[config.mk]
export PLATFORM = sky130hd
export DESIGN_NAME = sa_lcp_ctrl
export DESIGN_NICKNAME = d
export VERILOG_FILES = /design/src/sa_lcp_pkg.sv /design/src/sa_lcp_ctrl.sv
export SDC_FILE = /design/constraint.sdc
export NUM_CORES = 1
export LEC_CHECK = 0
export ABC_AREA = 1
export BUFFER_PORTS_ARGS = -buffer_cell sky130_fd_sc_hd__buf_2
export CAP_MARGIN = 40
export CORE_MARGIN = 4
export CORE_UTILIZATION = 41
export DETAILED_ROUTE_END_ITERATION = 7
export GPL_TIMING_DRIVEN = 0
export PLACE_DENSITY = 0.58
export REMOVE_ABC_BUFFERS = 1
export SKIP_LAST_GASP = 1
export SLEW_MARGIN = 30
export SYNTH_ARGS = -nofsm -noshare
export SYNTH_HDL_FRONTEND = slang
export SYNTH_SLANG_ARGS = --single-unit
[constraint.sdc]
create_clock -name clk -period 3.15 [get_ports clk]
set_clock_uncertainty 0.2 [all_clocks]
set_input_delay 0.63 -clock clk [delete_from_list [all_inputs] [get_ports clk]]
set_output_delay 0.63 -clock clk [all_outputs]
set_load 0.05 [all_outputs]
[src/sa_lcp_pkg.sv]
// Shared types and constants of the suffix array / LCP builder.
// Used by the controller, the datapath, the top level and the testbench.
// Depends on nothing.
package sa_lcp_pkg;

  localparam int MAX_TEXT  = 63;   // bytes kept per text
  localparam int IDX_W     = 6;    // position / rank index
  localparam int LEN_W     = 7;    // length, holds 64
  localparam int CNT_AW    = 9;    // bucket address, covers 257 byte keys
  localparam int KEY_W     = 9;    // byte key plus sentinel, or class
  localparam int BYTE_KEYS = 257;  // sentinel plus 256 byte values

  // Controller states
  typedef enum logic [4:0] {
    S_IDLE, S_INIT_RD, S_INIT_WR, S_CLR,
    S_HIST_RD, S_HIST_CNT, S_HIST_WR,
    S_PFX_RD, S_PFX_WR,
    S_SCT_RD, S_SCT_CLS, S_SCT_CNT, S_SCT_WR,
    S_CLS_RD, S_CLS_A, S_CLS_B, S_CLS_WR,
    S_RANK_RD, S_RANK_WR,
    S_KAS_RD, S_KAS_PRED, S_KAS_TA, S_KAS_TB, S_KAS_CMP,
    S_OUT_RD, S_OUT_SHOW
  } sa_state_t;

  // Datapath operations, one per cycle
  typedef enum logic [4:0] {
    OP_NONE, OP_LOAD, OP_INIT_RD, OP_INIT_WR, OP_CLR,
    OP_HIST_RD, OP_HIST_CNT, OP_HIST_WR,
    OP_PFX_RD, OP_PFX_WR,
    OP_SCT_RD, OP_SCT_CLS, OP_SCT_CNT, OP_SCT_WR,
    OP_CLS_RD, OP_CLS_A, OP_CLS_B, OP_CLS_WR,
    OP_RANK_RD, OP_RANK_WR,
    OP_KAS_RD, OP_KAS_PRED, OP_KAS_TA, OP_KAS_TB, OP_KAS_CMP,
    OP_OUT_RD, OP_OUT_SHOW
  } sa_op_t;

  typedef struct packed {
    sa_op_t op;
    logic   step;    // element finished: advance the pass index
  } sa_cmd_t;

  typedef struct packed {
    logic last;        // pass index is at its final element
    logic round_done;  // next doubling step reaches the text length
    logic r_zero;      // current position holds rank zero
    logic cont;        // common prefix extends by one more symbol
  } sa_status_t;

endpackage

[src/sa_lcp_ctrl.sv]
// Sequencer of the suffix array builder: load, prefix-doubling rounds,
// Kasai pass and result readout. Uses sa_lcp_pkg.
module sa_lcp_ctrl (
  input  logic                   clk,
  input  logic                   rst,
  input  logic                   in_valid,
  input  logic                   end_of_text,
  output logic                   in_ready,
  output logic                   out_valid,
  input  logic                   out_ready,
  input  sa_lcp_pkg::sa_status_t status,
  output sa_lcp_pkg::sa_cmd_t    cmd
);

  sa_lcp_pkg::sa_state_t state, state_next;

  // State register
  always_ff @(posedge clk) begin
    if (rst) begin
      state <= sa_lcp_pkg::S_IDLE;
    end else begin
      state <= state_next;
    end
  end

  // Next state
  always_comb begin
    state_next = state;
    unique case (state)
      sa_lcp_pkg::S_IDLE:
        if (in_valid && end_of_text) state_next = sa_lcp_pkg::S_INIT_RD;
      sa_lcp_pkg::S_INIT_RD:  state_next = sa_lcp_pkg::S_INIT_WR;
      sa_lcp_pkg::S_INIT_WR:
        state_next = status.last ? sa_lcp_pkg::S_CLR : sa_lcp_pkg::S_INIT_RD;
      sa_lcp_pkg::S_CLR:
        if (status.last) state_next = sa_lcp_pkg::S_HIST_RD;
      sa_lcp_pkg::S_HIST_RD:  state_next = sa_lcp_pkg::S_HIST_CNT;
      sa_lcp_pkg::S_HIST_CNT: state_next = sa_lcp_pkg::S_HIST_WR;
      sa_lcp_pkg::S_HIST_WR:
        state_next = status.last ? sa_lcp_pkg::S_PFX_RD : sa_lcp_pkg::S_HIST_RD;
      sa_lcp_pkg::S_PFX_RD:   state_next = sa_lcp_pkg::S_PFX_WR;
      sa_lcp_pkg::S_PFX_WR:
        state_next = status.last ? sa_lcp_pkg::S_SCT_RD : sa_lcp_pkg::S_PFX_RD;
      sa_lcp_pkg::S_SCT_RD:   state_next = sa_lcp_pkg::S_SCT_CLS;
      sa_lcp_pkg::S_SCT_CLS:  state_next = sa_lcp_pkg::S_SCT_CNT;
      sa_lcp_pkg::S_SCT_CNT:  state_next = sa_lcp_pkg::S_SCT_WR;
      sa_lcp_pkg::S_SCT_WR:
        state_next = status.last ? sa_lcp_pkg::S_CLS_RD : sa_lcp_pkg::S_SCT_RD;
      sa_lcp_pkg::S_CLS_RD:   state_next = sa_lcp_pkg::S_CLS_A;
      sa_lcp_pkg::S_CLS_A:    state_next = sa_lcp_pkg::S_CLS_B;
      sa_lcp_pkg::S_CLS_B:    state_next = sa_lcp_pkg::S_CLS_WR;
      sa_lcp_pkg::S_CLS_WR:
        if (!status.last)          state_next = sa_lcp_pkg::S_CLS_RD;
        else if (status.round_done) state_next = sa_lcp_pkg::S_RANK_RD;
        else                        state_next = sa_lcp_pkg::S_CLR;
      sa_lcp_pkg::S_RANK_RD:  state_next = sa_lcp_pkg::S_RANK_WR;
      sa_lcp_pkg::S_RANK_WR:
        state_next = status.last ? sa_lcp_pkg::S_KAS_RD : sa_lcp_pkg::S_RANK_RD;
      sa_lcp_pkg::S_KAS_RD:   state_next = sa_lcp_pkg::S_KAS_PRED;
      sa_lcp_pkg::S_KAS_PRED:
        if (!status.r_zero)   state_next = sa_lcp_pkg::S_KAS_TA;
        else if (status.last) state_next = sa_lcp_pkg::S_OUT_RD;
        else                  state_next = sa_lcp_pkg::S_KAS_RD;
      sa_lcp_pkg::S_KAS_TA:   state_next = sa_lcp_pkg::S_KAS_TB;
      sa_lcp_pkg::S_KAS_TB:   state_next = sa_lcp_pkg::S_KAS_CMP;
      sa_lcp_pkg::S_KAS_CMP:
        if (status.cont)      state_next = sa_lcp_pkg::S_KAS_TA;
        else if (status.last) state_next = sa_lcp_pkg::S_OUT_RD;
        else                  state_next = sa_lcp_pkg::S_KAS_RD;
      sa_lcp_pkg::S_OUT_RD:   state_next = sa_lcp_pkg::S_OUT_SHOW;
      sa_lcp_pkg::S_OUT_SHOW:
        if (out_ready) begin
          state_next = status.last ? sa_lcp_pkg::S_IDLE : sa_lcp_pkg::S_OUT_RD;
        end
      default: state_next = sa_lcp_pkg::S_IDLE;
    endcase
  end

  // Outputs: one datapath operation per state
  always_comb begin
    cmd       = '{op: sa_lcp_pkg::OP_NONE, step: 1'b0};
    in_ready  = 1'b0;
    out_valid = 1'b0;
    unique case (state)
      sa_lcp_pkg::S_IDLE: begin
        in_ready = 1'b1;
        if (in_valid) cmd.op = sa_lcp_pkg::OP_LOAD;
      end
      sa_lcp_pkg::S_INIT_RD:  cmd.op = sa_lcp_pkg::OP_INIT_RD;
      sa_lcp_pkg::S_INIT_WR:  cmd = '{op: sa_lcp_pkg::OP_INIT_WR, step: 1'b1};
      sa_lcp_pkg::S_CLR:      cmd = '{op: sa_lcp_pkg::OP_CLR, step: 1'b1};
      sa_lcp_pkg::S_HIST_RD:  cmd.op = sa_lcp_pkg::OP_HIST_RD;
      sa_lcp_pkg::S_HIST_CNT: cmd.op = sa_lcp_pkg::OP_HIST_CNT;
      sa_lcp_pkg::S_HIST_WR:  cmd = '{op: sa_lcp_pkg::OP_HIST_WR, step: 1'b1};
      sa_lcp_pkg::S_PFX_RD:   cmd.op = sa_lcp_pkg::OP_PFX_RD;
      sa_lcp_pkg::S_PFX_WR:   cmd = '{op: sa_lcp_pkg::OP_PFX_WR, step: 1'b1};
      sa_lcp_pkg::S_SCT_RD:   cmd.op = sa_lcp_pkg::OP_SCT_RD;
      sa_lcp_pkg::S_SCT_CLS:  cmd.op = sa_lcp_pkg::OP_SCT_CLS;
      sa_lcp_pkg::S_SCT_CNT:  cmd.op = sa_lcp_pkg::OP_SCT_CNT;
      sa_lcp_pkg::S_SCT_WR:   cmd = '{op: sa_lcp_pkg::OP_SCT_WR, step: 1'b1};
      sa_lcp_pkg::S_CLS_RD:   cmd.op = sa_lcp_pkg::OP_CLS_RD;
      sa_lcp_pkg::S_CLS_A:    cmd.op = sa_lcp_pkg::OP_CLS_A;
      sa_lcp_pkg::S_CLS_B:    cmd.op = sa_lcp_pkg::OP_CLS_B;
      sa_lcp_pkg::S_CLS_WR:   cmd = '{op: sa_lcp_pkg::OP_CLS_WR, step: 1'b1};
      sa_lcp_pkg::S_RANK_RD:  cmd.op = sa_lcp_pkg::OP_RANK_RD;
      sa_lcp_pkg::S_RANK_WR:  cmd = '{op: sa_lcp_pkg::OP_RANK_WR, step: 1'b1};
      sa_lcp_pkg::S_KAS_RD:   cmd.op = sa_lcp_pkg::OP_KAS_RD;
      sa_lcp_pkg::S_KAS_PRED:
        cmd = '{op: sa_lcp_pkg::OP_KAS_PRED, step: status.r_zero};
      sa_lcp_pkg::S_KAS_TA:   cmd.op = sa_lcp_pkg::OP_KAS_TA;
      sa_lcp_pkg::S_KAS_TB:   cmd.op = sa_lcp_pkg::OP_KAS_TB;
      sa_lcp_pkg::S_KAS_CMP:
        cmd = '{op: sa_lcp_pkg::OP_KAS_CMP, step: !status.cont};
      sa_lcp_pkg::S_OUT_RD:   cmd.op = sa_lcp_pkg::OP_OUT_RD;
      sa_lcp_pkg::S_OUT_SHOW: begin
        out_valid = 1'b1;
        cmd       = '{op: sa_lcp_pkg::OP_OUT_SHOW, step: out_ready};
      end
      default: cmd.op = sa_lcp_pkg::OP_NONE;
    endcase
  end

endmodule

* Yosys cells after proc, flatten, opt, wreduce, memory -nomap -nowiden
Cells that the tools add are included.
** Word-level totals
- Flip-flop bits (word level) :: 5
- Latch bits :: 0
- Memory bits (writable) :: 0
- Bits in read-only memories :: 0
- Input bits :: 9
- Output and inout bits :: 8
- Logic and storage cells :: 54
- Memories kept :: 0
** Cells by class
- Add/sub/neg operators :: 0
- Multipliers :: 0
- Divide/modulo/power cells :: 0
- $lt $le $gt $ge :: 0
- Equality and inequality tests :: 28
- Shifts and indexed selects :: 0
- Mux-type cells :: 20
- Bitwise gates (word level) :: 0
- Reductions and logical operators :: 5
** Operators with widths (count)
- one-hot mux 5 bit (26 select lines) :: 2
- == test 5 bit (second input constant) :: 10
- == test 5 x 4 -> 1 bit (second input constant) :: 8
- 2-to-1 mux 5 bit :: 6
- == test 5 x 3 -> 1 bit (second input constant) :: 4
- 2-to-1 mux 4 bit :: 4
- == test 5 x 2 -> 1 bit (second input constant) :: 2
- OR reduction 7 bit :: 1
- 2-to-1 mux 2 bit :: 3
- != test 2 bit (second input constant) :: 3
- == test 5 x 1 -> 1 bit (second input constant) :: 1
- logical NOT 5 bit :: 1
- one-hot mux 1 bit (4 select lines) :: 1
- 2-to-1 mux 1 bit :: 3
- 2-to-1 mux 3 bit :: 1
- AND reduction 3 bit :: 1
- logical AND 1 bit :: 1
- logical NOT 1 bit :: 1

* Longest topological paths before layout
Gate-level depths: netlist (run 1).
- Word-level depth :: 3
- Mapped depth :: 10
- Mapped depth without buffers :: 10

* Worst setup path after synthesis (run 1)
No wires, ideal clock.
- Kind :: reg2out
- Start :: register state[1]
- End :: output cmd[1] (netlist name)
- Data arrival time :: 1668 ps
- Required time :: 2320 ps
- Setup slack :: 652 ps
- Cell stages (with the launch flop) :: 8
- Path through :: dfxtp_1 nor2_1 nand2_1 inv_1 nand2_1 inv_1 nand2_1 nand4_1
** RTL lines
- from (decl) :: line sa_lcp_ctrl.sv:15 : sa_lcp_pkg::sa_state_t state, state_next;
- from (signal assigned) :: line sa_lcp_ctrl.sv:20 : state <= sa_lcp_pkg::S_IDLE;
- from (signal assigned) :: line sa_lcp_ctrl.sv:22 : state <= state_next;
- to (decl) :: line sa_lcp_ctrl.sv:12 : output sa_lcp_pkg::sa_cmd_t cmd

==> results.rst, run 1 <==
.. list-table::
   :header-rows: 1

   * - Metric
     - Value
   * - Run status
     - complete, no violations
   * - Max-cap violation count
     - 0
   * - Worst-Margin Slew
     - about 0.63 ns
   * - Post-CTS Repair Setup Buffers
     - 0
   * - Area contributors post-synth
     - sky130_fd_sc_hd__nand2_1 23%, sky130_fd_sc_hd__nor2_1 19%, sky130_fd_sc_hd__dfxtp_1 12%, sky130_fd_sc_hd__inv_1 10%, sky130_fd_sc_hd__nand3_1 9.2%
   * - Worst relative slew slack
     - between 50% and 60%
   * - Share of total power consumed by net switching
     - between 50 and 60%
   * - Type of the worst min-delay path
     - in2reg
   * - Total Power Consumption
     - between 300 and 400 µW
   * - Power per cell area
     - around 370 mW/mm²
   * - Endpoints failing setup
     - 0
   * - Final core utilization
     - 49.7%
   * - Final Hold Vio Count
     - 0
   * - Registers with the most flip-flops
     - state x5
   * - Slowest cell on the critical path
     - sky130_fd_sc_hd__dfxtp_1
   * - Maximum clock frequency
     - 345 MHz
   * - Last weighted congestion value of the routability-driven placer
     - between 0.9 and 1
   * - Clock tree from TritonCTS
     - yes
   * - CP Depth
     - 8
   * - Max FO, Critical Path
     - 16
   * - Sum of negative setup slack
     - 0 ns
   * - Comb power frac
     - between 50% and 60%
   * - Post-Synth Adder-Cell Area
     - 0%
   * - DIE WIDTH
     - approximately 54 µm
   * - Area of the die
     - 0.00291 mm²
   * - Clock Latency Late Sink
     - 0.25 ns
   * - Routed wirelength normalized by instance count
     - roughly 13 µm
   * - Number of placed I/O pins
     - 17
   * - Setup repair after global routing missed its margin
     - false
   * - Number of DRC markers after the initial detailed-route iteration
     - 65
   * - Largest register FFs
     - 5
   * - Power share of the clock group
     - a little over a fifth
   * - Number of flops mapped to enable cells by yosys
     - 0
   * - Setup crit end kind
     - primary output
   * - Dominant register cell in the synthesized netlist
     - sky130_fd_sc_hd__dfxtp_1
   * - Number of vias in the routed layout
     - between 1000 and 1500
   * - Sequential share of the synthesized area
     - 11.6%
   * - Xor and xnor area share after synthesis
     - 0%
   * - Remaining global-route overflow
     - 0
   * - FFs w/ async S/R, synth
     - 0%
   * - Worst IR drop on VDD
     - about 0.31 mV
   * - Final routed DRC violation total
     - 0
   * - Post-synthesis instance total
     - around 180
   * - Cell area after synthesis
     - between 800 and 900 µm²
   * - Total Routed Length
     - 2860 µm
   * - Yosys synthesis warning count
     - 0
   * - Count of input and output buffers
     - 16
   * - CTS H-tree depth
     - 1
   * - Type of the worst setup path
     - reg2out
   * - Proportion of netlist area held by the largest area contributor
     - a little under a quarter
   * - Maximum clock path buffer count
     - 2
   * - Half-perimeter wire length after detailed placement
     - 2340 µm
   * - Minimum setup slack among reg-to-reg paths
     - 1.07 ns
   * - Required @ worst endpoint
     - between 2 and 2.5 ns
   * - Number of hold buffers added after CTS
     - 0
   * - Arrival time reported for the critical path endpoint
     - 2.07 ns
   * - Post-synthesis register bit count
     - 5
   * - Nets
     - ~210
   * - Post-Layout Inst Area
     - roughly 1000 µm²
   * - Placed inst area
     - around 960 µm²
   * - Core Box Area
     - roughly 0.0020 mm²
   * - Share of final-layout standard cells stronger than drive strength 1
     - ~14%
   * - Worst R2R Path Depth
     - 9
   * - Power dissipated by switching net loads
     - between 150 and 200 µW
   * - Leakage power figure
     - 0.586 nW
   * - Min-Delay Path Depth
     - 2
   * - Largest family of logic cells by synthesized area
     - simple AND/OR/NAND/NOR gates
   * - Relative contribution of sequential cells to total power
     - a little over a fifth
   * - Row count
     - 16
   * - Starting Density
     - 43.7%
   * - Number of antenna violations at the first check in global routing
     - 0
   * - Num CTS Buffers
     - 3
   * - Library cell with the highest instance count after synthesis
     - sky130_fd_sc_hd__nand2_1
   * - Kind of start point of the critical path
     - flop
   * - Number of global-route vias before repair
     - approximately 1100
   * - Total routing usage reported by global routing
     - 21.8%
   * - Final period demand of the worst path
     - just under 3 ns
   * - Most common library cells after synthesis
     - 54 x sky130_fd_sc_hd__nand2_1, 44 x sky130_fd_sc_hd__nor2_1, 24 x sky130_fd_sc_hd__inv_1
   * - DIE HEIGHT
     - approximately 54 µm
   * - First-pass GRT wire length
     - between 4000 and 5000 µm
   * - Simple-Gate Fraction of Synth Area
     - around 66%
   * - Number of pins with negative max-slew slack in the final report
     - 0
   * - Buffer and inverter count on the worst path
     - 3
   * - Complex-gate fraction of the synthesized area
     - around 9.0%
   * - Clk pin slew, worst setup/hold paths
     - 0.04 ns
   * - Clock tree root buffer cell
     - sky130_fd_sc_hd__clkbuf_4
   * - Area grow syn2layout
     - 13.9%
   * - Largest net degree at the start of global routing
     - 17
   * - CP top delay family
     - flip-flops
   * - CTS Sinks
     - 5
   * - Mux contribution to synthesized area
     - 0%
   * - Register containing the most flip-flops in the final layout
     - state
   * - Cells traversed along the worst timing path
     - inv_1, nand2_1, inv_1, nand2_2, o21ai_0, nor2_1, nand4_1, buf_2
   * - Detailed-routing iteration count for the pre-antenna-repair pass
     - 5
   * - Average size of a mapped cell
     - 4.78 µm²
   * - DR vias/cell
     - between 5 and 6
   * - Number of inserted diodes
     - 0
   * - Internal portion of total power
     - about 170 µW
   * - Post-synthesis cell type count
     - 21
   * - Residual antenna-violating net count after detailed routing
     - 0
   * - Top cell type by total area after synthesis
     - sky130_fd_sc_hd__nand2_1
   * - Final clock period utilization by the worst path
     - between 90% and 100%
   * - Post-cts gate resize count
     - 0
   * - CP most frequent cell
     - sky130_fd_sc_hd__inv_1
   * - Crit path largest cell delay
     - 0.71 ns
==> power by group through the flow <==
stage                     sequential, mW  combinational (mW)  clock (mW)
after floorplan                   0.0778               0.155           0
after global placement            0.0809               0.205           0
after detailed placement          0.0809               0.204           0
after CTS                         0.0796               0.205      0.0803
after global routing              0.0807               0.229      0.0820
final                             0.0797               0.206      0.0777
==> cells in the final DEF (no fill, tap or decap), types with 2 or more instances in the layout <==
master                      n
sky130_fd_sc_hd__a21oi_1    6
sky130_fd_sc_hd__buf_2     16
sky130_fd_sc_hd__clkbuf_4   3
sky130_fd_sc_hd__dfxtp_1    5
sky130_fd_sc_hd__inv_1     24
sky130_fd_sc_hd__nand2_1   54
sky130_fd_sc_hd__nand2_2    2
sky130_fd_sc_hd__nand3_1   16
sky130_fd_sc_hd__nand4_1    7
sky130_fd_sc_hd__nor2_1    44
sky130_fd_sc_hd__nor2_2     3
sky130_fd_sc_hd__nor3_1     2
sky130_fd_sc_hd__o21ai_0    8
==> through the flow <==
| step | worst slack, ns | cells | hold slack (ns) |
|---|---|---|---|
| floorplan | 0.577 | 178 | 0.499 |
| global placement | 0.536 | 221 | 0.646 |
| detailed placement | 0.562 | 221 | 0.652 |
| CTS | 0.262 | 225 | 0.391 |
| global route | 0.0596 | 225 | 0.405 |
| finish | 0.249 | 225 | 0.399 |
==> layout make-up <==
| class | count | area (µm²) |
|---|---|---|
| fillers | 230 | 996 |
| multi-input cells | 148 | 652 |
| flip-flops and latches | 5 | 100 |
| inverters | 25 | 93.8 |
| repair buffers | 16 | 80.1 |
| well taps | 27 | 33.8 |
| clock buffers | 4 | 26.3 |
==> final timing paths <==
kind,startpoint,to
setup / recovery,state[4],cmd[4]
hold / removal,rst,state[2]
setup reg to reg,state[4],state[3]
hold reg to reg,state[2],state[0]
==> kinds of logic after synthesis <==
group	count (synthesis)
flip-flops	5
buffers and inverters	28
AO/OA/AOI/OAI	15
AND/OR/NAND/NOR	133
==> routing by layer <==
metal / GRT usage, % / wire length (µm) / vias up
met5: 0 / 0 / -
met4: 6.38 / 71 / 0
met3: 3.32 / 277 / 8
met2: 35.1 / 1270 / 65
met1: 29.6 / 1240 / 517
li1: - / - / 609
==> worst reg2reg max path, stage by stage, from the launching register on <==
cell and delay [ns]:
sky130_fd_sc_hd__dfxtp_1 0.71, sky130_fd_sc_hd__inv_1 0.19, sky130_fd_sc_hd__nand2_1 0.15, sky130_fd_sc_hd__inv_1 0.07, sky130_fd_sc_hd__nand2_2 0.10, sky130_fd_sc_hd__o21ai_0 0.09, sky130_fd_sc_hd__nor2_1 0.18, sky130_fd_sc_hd__nand3_1 0.13
sky130_fd_sc_hd__nand2_1 0.07, sky130_fd_sc_hd__a21oi_1 0.06
No activity file was read; power rests on OpenSTA's default activity.
==> run 2: changes to the inputs <==
- ABC_AREA: 1 -> default
==> results.rst, run 2 <==
.. list-table::
   :header-rows: 1

   * - Metric
     - Value
   * - Run status
     - complete, no violations (unchanged)
   * - Number of antenna violations at the first check in global routing
     - 0 (unchanged)
   * - Number of global-route vias before repair
     - 830 (was 1053)
   * - Tightest hold margin
     - 0.422 ns (was 0.399 ns)
   * - Final Hold Vio Count
     - 0 (unchanged)
   * - Maximum clock frequency
     - 363 MHz (was 345 MHz)
   * - Max FO, Critical Path
     - 25 (was 16)
   * - Yosys synthesis warning count
     - 0 (unchanged)
   * - Number of inserted diodes
     - 0 (unchanged)
   * - Number of vias in the routed layout
     - 942 (was 1199)
   * - Largest net degree at the start of global routing
     - 29 (was 17)
   * - Final clock period utilization by the worst path
     - 87.5% (was 92.1%)
   * - Placed inst area
     - 883 µm² (was 960 µm²)
   * - Post-synthesis register bit count
     - 5 (unchanged)
   * - FFs w/ async S/R, synth
     - 0% (unchanged)
   * - Proportion of netlist area held by the largest area contributor
     - 11.7% (was 23.4%)
   * - Post-CTS Repair Setup Buffers
     - 0 (unchanged)
   * - Count of input and output buffers
     - 16 (unchanged)
   * - Number of pins with negative max-slew slack in the final report
     - 0 (unchanged)
   * - Clock tree from TritonCTS
     - yes (unchanged)
   * - Area grow syn2layout
     - 9.68% (was 13.9%)
   * - Clk pin slew, worst setup/hold paths
     - 0.05 ns (was 0.04 ns)
   * - Post-synthesis instance total
     - 118 (was 181)
   * - Post-cts gate resize count
     - 0 (unchanged)
   * - Final routed DRC violation total
     - 0 (unchanged)
   * - Clock tree root buffer cell
     - sky130_fd_sc_hd__clkbuf_4 (unchanged)
   * - CTS Sinks
     - 5 (unchanged)
   * - Endpoints failing setup
     - 0 (unchanged)
   * - Type of the worst min-delay path
     - in2reg (unchanged)
   * - Slowest cell on the critical path
     - sky130_fd_sc_hd__dfxtp_1 (unchanged)
   * - Total Power Consumption
     - 431 µW (was 364 µW)
   * - Core Box Area
     - 0.00196 mm² (was 0.00198 mm²)
   * - Half-perimeter wire length after detailed placement
     - 1540 µm (was 2340 µm)
   * - Most common library cells after synthesis
     - 10 x sky130_fd_sc_hd__nand2_1, 8 x sky130_fd_sc_hd__nor2_1, 7 x sky130_fd_sc_hd__o21ai_0 (was 54 x sky130_fd_sc_hd__nand2_1, 44 x sky130_fd_sc_hd__nor2_1, 24 x sky130_fd_sc_hd__inv_1)
   * - Type of the worst setup path
     - reg2out (unchanged)
   * - Number of hold buffers added after CTS
     - 0 (unchanged)
   * - Cells traversed along the worst timing path
     - nor2b_1, nand4_1, nand2_1, buf_2 (was inv_1, nand2_1, inv_1, nand2_2, o21ai_0, nor2_1, nand4_1, buf_2)
   * - Setup crit end kind
     - primary output (unchanged)
   * - Worst-Margin Slew
     - 0.790 ns (was 0.627 ns)
   * - Largest register FFs
     - 5 (unchanged)
   * - Crit path largest cell delay
     - 0.83 ns (was 0.71 ns)
   * - Top cell type by total area after synthesis
     - sky130_fd_sc_hd__dfxtp_1 (was sky130_fd_sc_hd__nand2_1)
   * - Total routing usage reported by global routing
     - 16.9% (was 21.8%)
   * - Sequential share of the synthesized area
     - 11.7% (was 11.6%)
   * - Starting Density
     - 43.5% (was 43.7%)
   * - Detailed-routing iteration count for the pre-antenna-repair pass
     - 5 (unchanged)
   * - Post-synthesis cell type count
     - 54 (was 21)
   * - Nets
     - 138 (was 208)
   * - Dominant register cell in the synthesized netlist
     - sky130_fd_sc_hd__dfxtp_1 (unchanged)
   * - Final core utilization
     - 47.7% (was 49.7%)
   * - Top library cells by usage in the layout, fill and taps aside
     - 16 x sky130_fd_sc_hd__buf_2, 10 x sky130_fd_sc_hd__nand2_1, 8 x sky130_fd_sc_hd__nor2_1, 7 x sky130_fd_sc_hd__o21ai_0, 6 x sky130_fd_sc_hd__inv_1 (was 54 x sky130_fd_sc_hd__nand2_1, 44 x sky130_fd_sc_hd__nor2_1, 24 x sky130_fd_sc_hd__inv_1, 16 x sky130_fd_sc_hd__nand3_1, 16 x sky130_fd_sc_hd__buf_2)
   * - DR vias/cell
     - 6.08 (was 5.33)
   * - Share of final-layout standard cells stronger than drive strength 1
     - 22.7% (was 13.6%)
   * - Register containing the most flip-flops in the final layout
     - state (unchanged)
   * - Number of placed I/O pins
     - 17 (unchanged)
   * - Average size of a mapped cell
     - 7.23 µm² (was 4.78 µm²)
   * - Last weighted congestion value of the routability-driven placer
     - 0.864 (was 0.928)
   * - Routed wirelength normalized by instance count
     - 14.9 µm (was 12.7 µm)
   * - Required @ worst endpoint
     - 2.32 ns (about the same)
   * - DIE HEIGHT
     - 53.6 µm (was 54.0 µm)
   * - Total Routed Length
     - 2310 µm (was 2860 µm)
   * - Setup repair after global routing missed its margin
     - false (unchanged)
   * - Registers with the most flip-flops
     - state x5 (unchanged)
   * - Final period demand of the worst path
     - 2.76 ns (was 2.90 ns)
   * - DIE WIDTH
     - 53.6 µm (was 54.0 µm)
   * - CTS H-tree depth
     - 1 (unchanged)
   * - First-pass GRT wire length
     - 3720 µm (was 4590 µm)
   * - Area of the die
     - 0.00288 mm² (was 0.00291 mm²)
   * - Worst relative slew slack
     - 47.2% (was 58.1%)
   * - Area contributors post-synth
     - sky130_fd_sc_hd__dfxtp_1 12%, sky130_fd_sc_hd__buf_6 5.3%, sky130_fd_sc_hd__nand2_1 4.4%, sky130_fd_sc_hd__o21ai_0 4.1%, sky130_fd_sc_hd__buf_4 3.5% (was sky130_fd_sc_hd__nand2_1 23%, sky130_fd_sc_hd__nor2_1 19%, sky130_fd_sc_hd__dfxtp_1 12%, sky130_fd_sc_hd__inv_1 10%, sky130_fd_sc_hd__nand3_1 9.2%)
   * - Clock Latency Late Sink
     - 0.25 ns (about the same)
   * - Cell area after synthesis
     - 853 µm² (was 866 µm²)
   * - Row count
     - 16 (unchanged)
   * - Maximum clock path buffer count
     - 2 (unchanged)
   * - Residual antenna-violating net count after detailed routing
     - 0 (unchanged)
   * - Remaining global-route overflow
     - 0 (unchanged)
   * - Most common library cell in the layout ignoring fill and taps
     - sky130_fd_sc_hd__buf_2 (was sky130_fd_sc_hd__nand2_1)
   * - Worst IR drop on VDD
     - 0.256 mV (was 0.305 mV)
   * - Library cell with the highest instance count after synthesis
     - sky130_fd_sc_hd__nand2_1 (unchanged)
   * - Max-cap violation count
     - 0 (unchanged)
   * - Power per cell area
     - 460 mW/mm² (was 369 mW/mm²)
   * - Post-Layout Inst Area
     - 936 µm² (was 986 µm²)
   * - Sum of negative setup slack
     - 0 ns (unchanged)
   * - Number of DRC markers after the initial detailed-route iteration
     - 27 (was 65)
   * - Arrival time reported for the critical path endpoint
     - 1.93 ns (was 2.07 ns)
   * - Kind of start point of the critical path
     - flop (unchanged)
   * - Num CTS Buffers
     - 3 (unchanged)
   * - Leakage power figure
     - 0.346 nW (was 0.586 nW)
   * - Number of flops mapped to enable cells by yosys
     - 0 (unchanged)
-- run 2: cell count changes after synthesis, moves of 3 or more --
cell,delta
sky130_fd_sc_hd__nand2_1,-44
sky130_fd_sc_hd__nor2_1,-36
sky130_fd_sc_hd__inv_1,-18
sky130_fd_sc_hd__nand3_1,-14
sky130_fd_sc_hd__nand4_1,-5
sky130_fd_sc_hd__buf_2,+4
sky130_fd_sc_hd__buf_4,+4
sky130_fd_sc_hd__nand2b_1,+4
sky130_fd_sc_hd__a311oi_1,+3
sky130_fd_sc_hd__buf_6,+3
sky130_fd_sc_hd__o211ai_1,+3
-- run 2: worst max-delay path, delay by kind of cell, from the launching register on --
| kind | cells | cell delay [ns] |
|---|---|---|
| flops | 1 | 0.83 |
| simple gates | 3 | 0.60 |
| buf+inv | 1 | 0.26 |
-- run 2: power breakdown --
part	total [mW]	internal, mW	switching (mW)
clock	0.0783	0.0481	0.0301
combinational	0.251	0.0854	0.166
sequential	0.101	0.0707	0.0308
-- run 2: area by class of cell --
cell class / count / area, µm²
inverters: 6 / 22.5
flip-flops and latches: 5 / 100
multi-input cells: 94 / 632
repair buffers: 19 / 121
clock buffers: 4 / 26.3
fillers: 216 / 1030
well taps: 27 / 33.8
-- run 2: final timing paths --
check	startpoint	cells after the start	to	slack, ns
setup reg to reg	state[4]	5	state[2]	1.06
setup / recovery	state[2]	4	cmd[5]	0.39
hold reg to reg	state[1]	2	state[2]	0.59
hold / removal	rst	2	state[3]	0.42
-- run 2: stage by stage --
stage               instances  setup slack [ns]
finish                    155             0.392
global route              155             0.204
CTS                       153             0.273
detailed placement        149             0.535
global placement          148             0.446
floorplan                 105             0.302
-- run 2: cells by family after synthesis --
| group | Yosys count | share of synthesized area [%] |
|---|---|---|
| AO/OA/AOI/OAI | 44 | 39.0 |
| XOR/XNOR | 2 | 2.05 |
| buffers and inverters | 19 | 14.2 |
| flip-flops | 5 | 11.7 |
| AND/OR/NAND/NOR | 48 | 33.0 |
-- run 2: routing by layer --
metal  vias up  GRT usage [%]  share of wire [%]
met5         -              0                  0
met4         0           1.28                  0
met3         0           3.88                5.9
met2        39           27.8                 48
met1       431           23.4                 46
li1        472              -                  -
